==> src/sv/wsfd_pkg.sv <==
`timescale 1ns / 1ps

package wsfd_pkg;

  localparam int unsigned LenW = 63;

  // The 7-bit length codes that announce an extended length
  localparam logic [6:0] Len7Ext16 = 7'd126;
  localparam logic [6:0] Len7Ext64 = 7'd127;

  // Extended length byte counts
  localparam logic [3:0] ExtBytes16 = 4'd2;
  localparam logic [3:0] ExtBytes64 = 4'd8;
  localparam logic [2:0] KeyBytes   = 3'd4;

  // Valid opcode range
  localparam logic [3:0] OpcodeMin = 4'd1;
  localparam logic [3:0] OpcodeMax = 4'd10;

  typedef enum logic [2:0] {
    PH_HDR0    = 3'd0,
    PH_HDR1    = 3'd1,
    PH_EXT     = 3'd2,
    PH_MASK    = 3'd3,
    PH_PAYLOAD = 3'd4,
    PH_DONE    = 3'd5
  } phase_e;

  typedef struct packed {
    phase_e            phase;
    logic [3:0]        ext_bytes_left;
    logic [LenW-1:0]   payload_length;
    logic [LenW-1:0]   bytes_received;
    logic [31:0]       mask_key;
    logic [2:0]        mask_bytes_left;
    logic              hdr_fin;
    logic [2:0]        hdr_rsv;
    logic [3:0]        hdr_opcode;
    logic              hdr_masked;
  } state_t;

  localparam state_t StateReset = '{
    phase:           PH_HDR0,
    ext_bytes_left:  '0,
    payload_length:  '0,
    bytes_received:  '0,
    mask_key:        '0,
    mask_bytes_left: '0,
    hdr_fin:         1'b0,
    hdr_rsv:         '0,
    hdr_opcode:      '0,
    hdr_masked:      1'b0
  };

  typedef struct packed {
    logic            consumed;
    logic [7:0]      out_byte;
    logic            out_valid;
    logic            frame_done;
    logic            bad_opcode;
    logic            fin_flag;
    logic [2:0]      rsv_bits;
    logic [3:0]      frame_opcode;
    logic            is_masked;
    logic [LenW-1:0] frame_length;
  } rsp_t;

endpackage

==> src/sv/wsfd_step.sv <==
`timescale 1ns / 1ps

module wsfd_step
  import wsfd_pkg::*;
(
  input  state_t     state_i,
  input  logic       mode_i,
  input  logic [7:0] in_byte_i,
  output state_t     state_o,
  output rsp_t       rsp_o
);

  logic [6:0]      len7;
  logic [7:0]      key_byte;
  logic [LenW-1:0] rcv_inc;
  logic            consumed;
  logic            bad;
  logic            ov;
  logic [7:0]      ob;
  state_t          nxt;

  assign len7    = in_byte_i[6:0];
  assign rcv_inc = state_i.bytes_received + LenW'(1);

  // key byte for payload position mod 4, first key byte in the top bits
  always_comb begin
    case (state_i.bytes_received[1:0])
      2'd0:    key_byte = state_i.mask_key[31:24];
      2'd1:    key_byte = state_i.mask_key[23:16];
      2'd2:    key_byte = state_i.mask_key[15:8];
      default: key_byte = state_i.mask_key[7:0];
    endcase
  end

  always_comb begin
    nxt      = state_i;
    consumed = 1'b0;
    bad      = 1'b0;
    ov       = 1'b0;
    ob       = '0;

    if (mode_i) begin
      nxt = StateReset;
    end else begin
      case (state_i.phase)
        PH_HDR0: begin
          consumed       = 1'b1;
          nxt.hdr_fin    = in_byte_i[7];
          nxt.hdr_rsv    = in_byte_i[6:4];
          nxt.hdr_opcode = in_byte_i[3:0];
          nxt.phase      = PH_HDR1;
        end
        PH_HDR1: begin
          consumed           = 1'b1;
          nxt.hdr_masked     = in_byte_i[7];
          nxt.payload_length = LenW'(len7);
          nxt.bytes_received = '0;
          if (!(state_i.hdr_opcode inside {[OpcodeMin:OpcodeMax]})) begin
            bad       = 1'b1;
            nxt.phase = PH_HDR0;
          end else if (len7 == Len7Ext16 || len7 == Len7Ext64) begin
            nxt.payload_length = '0;
            nxt.ext_bytes_left = (len7 == Len7Ext16) ? ExtBytes16 : ExtBytes64;
            nxt.phase          = PH_EXT;
          end else if (in_byte_i[7]) begin
            nxt.mask_bytes_left = KeyBytes;
            nxt.phase           = PH_MASK;
          end else begin
            nxt.phase = (len7 == 7'd0) ? PH_DONE : PH_PAYLOAD;
          end
        end
        PH_EXT: begin
          consumed           = 1'b1;
          nxt.payload_length = {state_i.payload_length[LenW-9:0], in_byte_i};
          nxt.ext_bytes_left = state_i.ext_bytes_left - 4'd1;
          if (nxt.ext_bytes_left == 4'd0) begin
            if (state_i.hdr_masked) begin
              nxt.mask_bytes_left = KeyBytes;
              nxt.phase           = PH_MASK;
            end else begin
              nxt.phase = (nxt.payload_length == '0) ? PH_DONE : PH_PAYLOAD;
            end
          end
        end
        PH_MASK: begin
          consumed            = 1'b1;
          nxt.mask_key        = {state_i.mask_key[23:0], in_byte_i};
          nxt.mask_bytes_left = state_i.mask_bytes_left - 3'd1;
          if (nxt.mask_bytes_left == 3'd0) begin
            nxt.phase = (state_i.payload_length == '0) ? PH_DONE : PH_PAYLOAD;
          end
        end
        PH_PAYLOAD: begin
          consumed           = 1'b1;
          ov                 = 1'b1;
          ob                 = state_i.hdr_masked ? (in_byte_i ^ key_byte) : in_byte_i;
          nxt.bytes_received = rcv_inc;
          if (rcv_inc == state_i.payload_length) begin
            nxt.phase = PH_DONE;
          end
        end
        PH_DONE: begin
          // frame complete: refuse until restart
        end
        default: begin
          nxt.phase = PH_HDR0;
        end
      endcase
    end
  end

  assign state_o = nxt;

  assign rsp_o = '{
    consumed:     consumed,
    out_byte:     ob,
    out_valid:    ov,
    frame_done:   (nxt.phase == PH_DONE),
    bad_opcode:   bad,
    fin_flag:     nxt.hdr_fin,
    rsv_bits:     nxt.hdr_rsv,
    frame_opcode: nxt.hdr_opcode,
    is_masked:    nxt.hdr_masked,
    frame_length: nxt.payload_length
  };

endmodule

==> config.mk <==
export PLATFORM = sky130hd
export DESIGN_NAME = wsfd_step
export DESIGN_NICKNAME = d
export VERILOG_FILES = /design/src/sv/wsfd_pkg.sv /design/src/sv/wsfd_step.sv
export SDC_FILE = /design/constraint.sdc
export NUM_CORES = 1
export LEC_CHECK = 0
export ABC_CLOCK_PERIOD_IN_PS = 5900
export BUFFER_PORTS_ARGS = -buffer_cell sky130_fd_sc_hd__buf_4
export CAP_MARGIN = 20
export CORE_AREA = 2 2 175 177
export DETAILED_ROUTE_END_ITERATION = 10
export DIE_AREA = 0 0 177 179
export PLACE_DENSITY_LB_ADDON = 0.25
export SLEW_MARGIN = 15
export SYNTH_ARGS = -nofsm -noshare
export SYNTH_HDL_FRONTEND = slang
export SYNTH_SLANG_ARGS = --single-unit
export TNS_END_PERCENT = 30
==> constraint.sdc <==
create_clock -name vclk -period 5.9
set_clock_uncertainty 0.2 [all_clocks]
set_input_delay 0.295 -clock vclk [all_inputs]
set_output_delay 0.295 -clock vclk [all_outputs]
set_load 0.02 [all_outputs]
==> results.toml <==
[outcome]
outcome = "completed"

[synth]
synth_fp_nets = 1417
seq_area_frac_synth_pct = 0
avgSynthCellArea_um2 = 5.79
synth_top_area_cell = "nand2_1"
synth_cell_types = 63
synth_most_common_cell = "nand2_1"
syn_inst = 1223
synth_common_cells = "188 x nand2_1, 147 x nor2_1, 86 x o21ai_0"
yosys.area.top_type_share_pct = 9.97
netlist_top_cells_area = "nand2_1 10%, buf_4 8.0%, nor2_1 7.8%, xnor2_1 6.9%, a22oi_1 6.9%"
mappedNetlistArea_mm2 = 0.00708
synth_warnings = 0

[floorplan]
die_h_um = 179
die_w_um = 177
std_cell_rows = 64
dieArea_mm2 = 0.0317
num_io_pins = 447
start_util_pct = 23.6
core_mm2 = 0.0300

[routing]
postRouteAntennaNets = 0
routed_wl_mm = 44.4
drc = 0
wl_per_cell_um = 23.3
first_iter_violations = 945
via_per_inst = 5.55
dr.pass1.iters = 7
vias = 10600

[final_layout]
clock_buffers = 0
insertedDiodeCount = 0
area_delta_synth_final_pct = 43.3
regArea_um2 = 0
fin_nets = 1708
design.seq.count = 0
drive_gt1_share_pct = 32.1
n_fill_cell = 3401

[sta]
finalWorstSetupSlack_ns = 1.31
setup_viol = 0
period_share_pct = 77.9
drv_slew = 0
period_needed_ns = 4.59
slew_headroom_pct = 36.8
tightest_slew_ns = 0.940
rsz0062_at_grt = "false"
finalHoldViolations = 0
max_clock_freq_ghz = 0.218
setup_tns_ns = 0

[power_and_ir_drop]
leakage_nw = 4.44
intPower_w = 0.000359
p_sw_w = 0.000560
swShare_pct = 60.9
ir_drop_v = 0.0000431
p_clk_share_pct = 0
p_comb_share_pct = 100.0
p_per_area_mw_per_mm2 = 90.6
share_seq_of_total_power_pct = 0

[clock_tree]
cts_setup_buffers = 0
ctsResizeCount = 0
cts_hold_buf = 0

[global_routing]
grt_usage_pct = 26.0
antenna_found_initial = 0
grt_pass1_wl_mm = 62.8
grt_pass1_vias = 10000
grt_max_degree = 61
gr-total-overflow = 0

[worst_setup_path]
crit_type = "in2out"
critPathLaunchType = "primary input"
worstPathArrival_ns = 4.10
endpoint_kind = "output pin"
critPathMaxFanout = 22
critPathRequiredTime_ns = 5.41

[run]
cap_violations = 0

[worst_hold_path]
hold_start = "state_i[102]"
worstHoldPathCells = 3
worstHoldPathType = "in2out"
holdPathEnd = "state_o[102]"

[placed_design]
hpwl_mm = 35.3
place_ws_ns = 1.33
io_buffers = 447
finalWeightedCongestion = 0.919
## worst max-delay path, cell delays in order
cell and delay [ns]:
buf_4 0.14, ha_1 0.62, nand3_1 0.13, buf_4 0.22, or4_4 0.64, nor3_4 0.32, nor2_1 0.12, or4_1 0.53
a2111oi_0 0.39, nand4_1 0.29, o21ai_1 0.22, buf_4 0.17
## through the flow
step	util [%]	area [µm²]	std cells	hold WS, ns	power [W]
after floorplan	-	7080	1223	0.525	0.000508
after global placement	33.7	10100	1907	0.719	0.000913
after detailed placement	33.8	10100	1908	0.719	0.000915
after CTS	33.8	10100	1908	0.719	0.000919
after global routing	33.8	10100	1908	0.743	0.000987
final	33.8	10100	1908	0.717	0.000919
## layout make-up
| cell class | count | area (µm²) | share of cell area [%] |
|---|---|---|---|
| multi-input cells | 1023 | 6050 | 59.6 |
| well taps | 396 | 495 | 4.88 |
| inverters | 20 | 75.1 | 0.740 |
| repair buffers | 469 | 3530 | 34.8 |
## power groups by stage
stage               clock network [W]  registers (W)  logic [W]
CTS                                 0              0   0.000919
floorplan                           0              0   0.000508
global route                        0              0   0.000987
global placement                    0              0   0.000913
finish                              0              0   0.000919
detailed placement                  0              0   0.000915
## routing by layer
layer  global-route usage, %  up-vias  wire (µm)
met2                    47.0      527      21800
met3                    3.88       58       3380
li1                        -     4987          -
met1                    31.8     5017      17800
met5                       0        -          0
met4                    7.16        0       1360
## placed cells by master (no fill, tap or decap), types with 5 or more instances in the layout
cell / synthesis / routed
a211oi_1: 5 / 5
buf_4: 75 / 468
inv_1: 20 / 20
nand3_1: 34 / 34
and4_1: 14 / 14
or4_1: 10 / 10
nand2_1: 188 / 188
a211o_1: 5 / 5
xnor2_1: 56 / 56
and3_1: 13 / 13
a311oi_1: 8 / 8
nor4_1: 39 / 39
o21ai_0: 86 / 86
ha_1: 8 / 8
o31ai_1: 21 / 21
nor3_1: 27 / 26
xor2_1: 40 / 40
o41ai_1: 7 / 7
nor2_1: 147 / 145
nand4_1: 45 / 45
a22oi_1: 65 / 65
nand3b_1: 5 / 5
a222oi_1: 8 / 8
mux2i_1: 18 / 18
a31oi_1: 12 / 12
o211ai_1: 6 / 6
and2_1: 6 / 6
a21oi_1: 83 / 83
or3_1: 7 / 7
nor3b_1: 7 / 7
## cells by family after synthesis
group	Yosys count	share of synthesized area, %
AND/OR/NAND/NOR	569	39.4
XOR/XNOR	96	11.9
AO/OA/AOI/OAI	332	29.8
adder cells (fa/ha/maj)	8	1.41
multiplexers	18	2.55
buffers and inverters	200	14.9
## worst max-delay path by stage
stage | startpoint | endpoint | slack (ns)
2_1_floorplan | state_i[170] | rsp_o[73] | 2.23
3_3_place_gp | state_i[44] | rsp_o[73] | 1.32
3_5_place_dp | state_i[44] | state_o[174] | 1.33
4_1_cts | state_i[44] | rsp_o[73] | 1.32
5_1_grt | state_i[44] | rsp_o[73] | 0.97
6_report | state_i[44] | state_o[174] | 1.31
No activity file was read; power rests on OpenSTA's default activity.
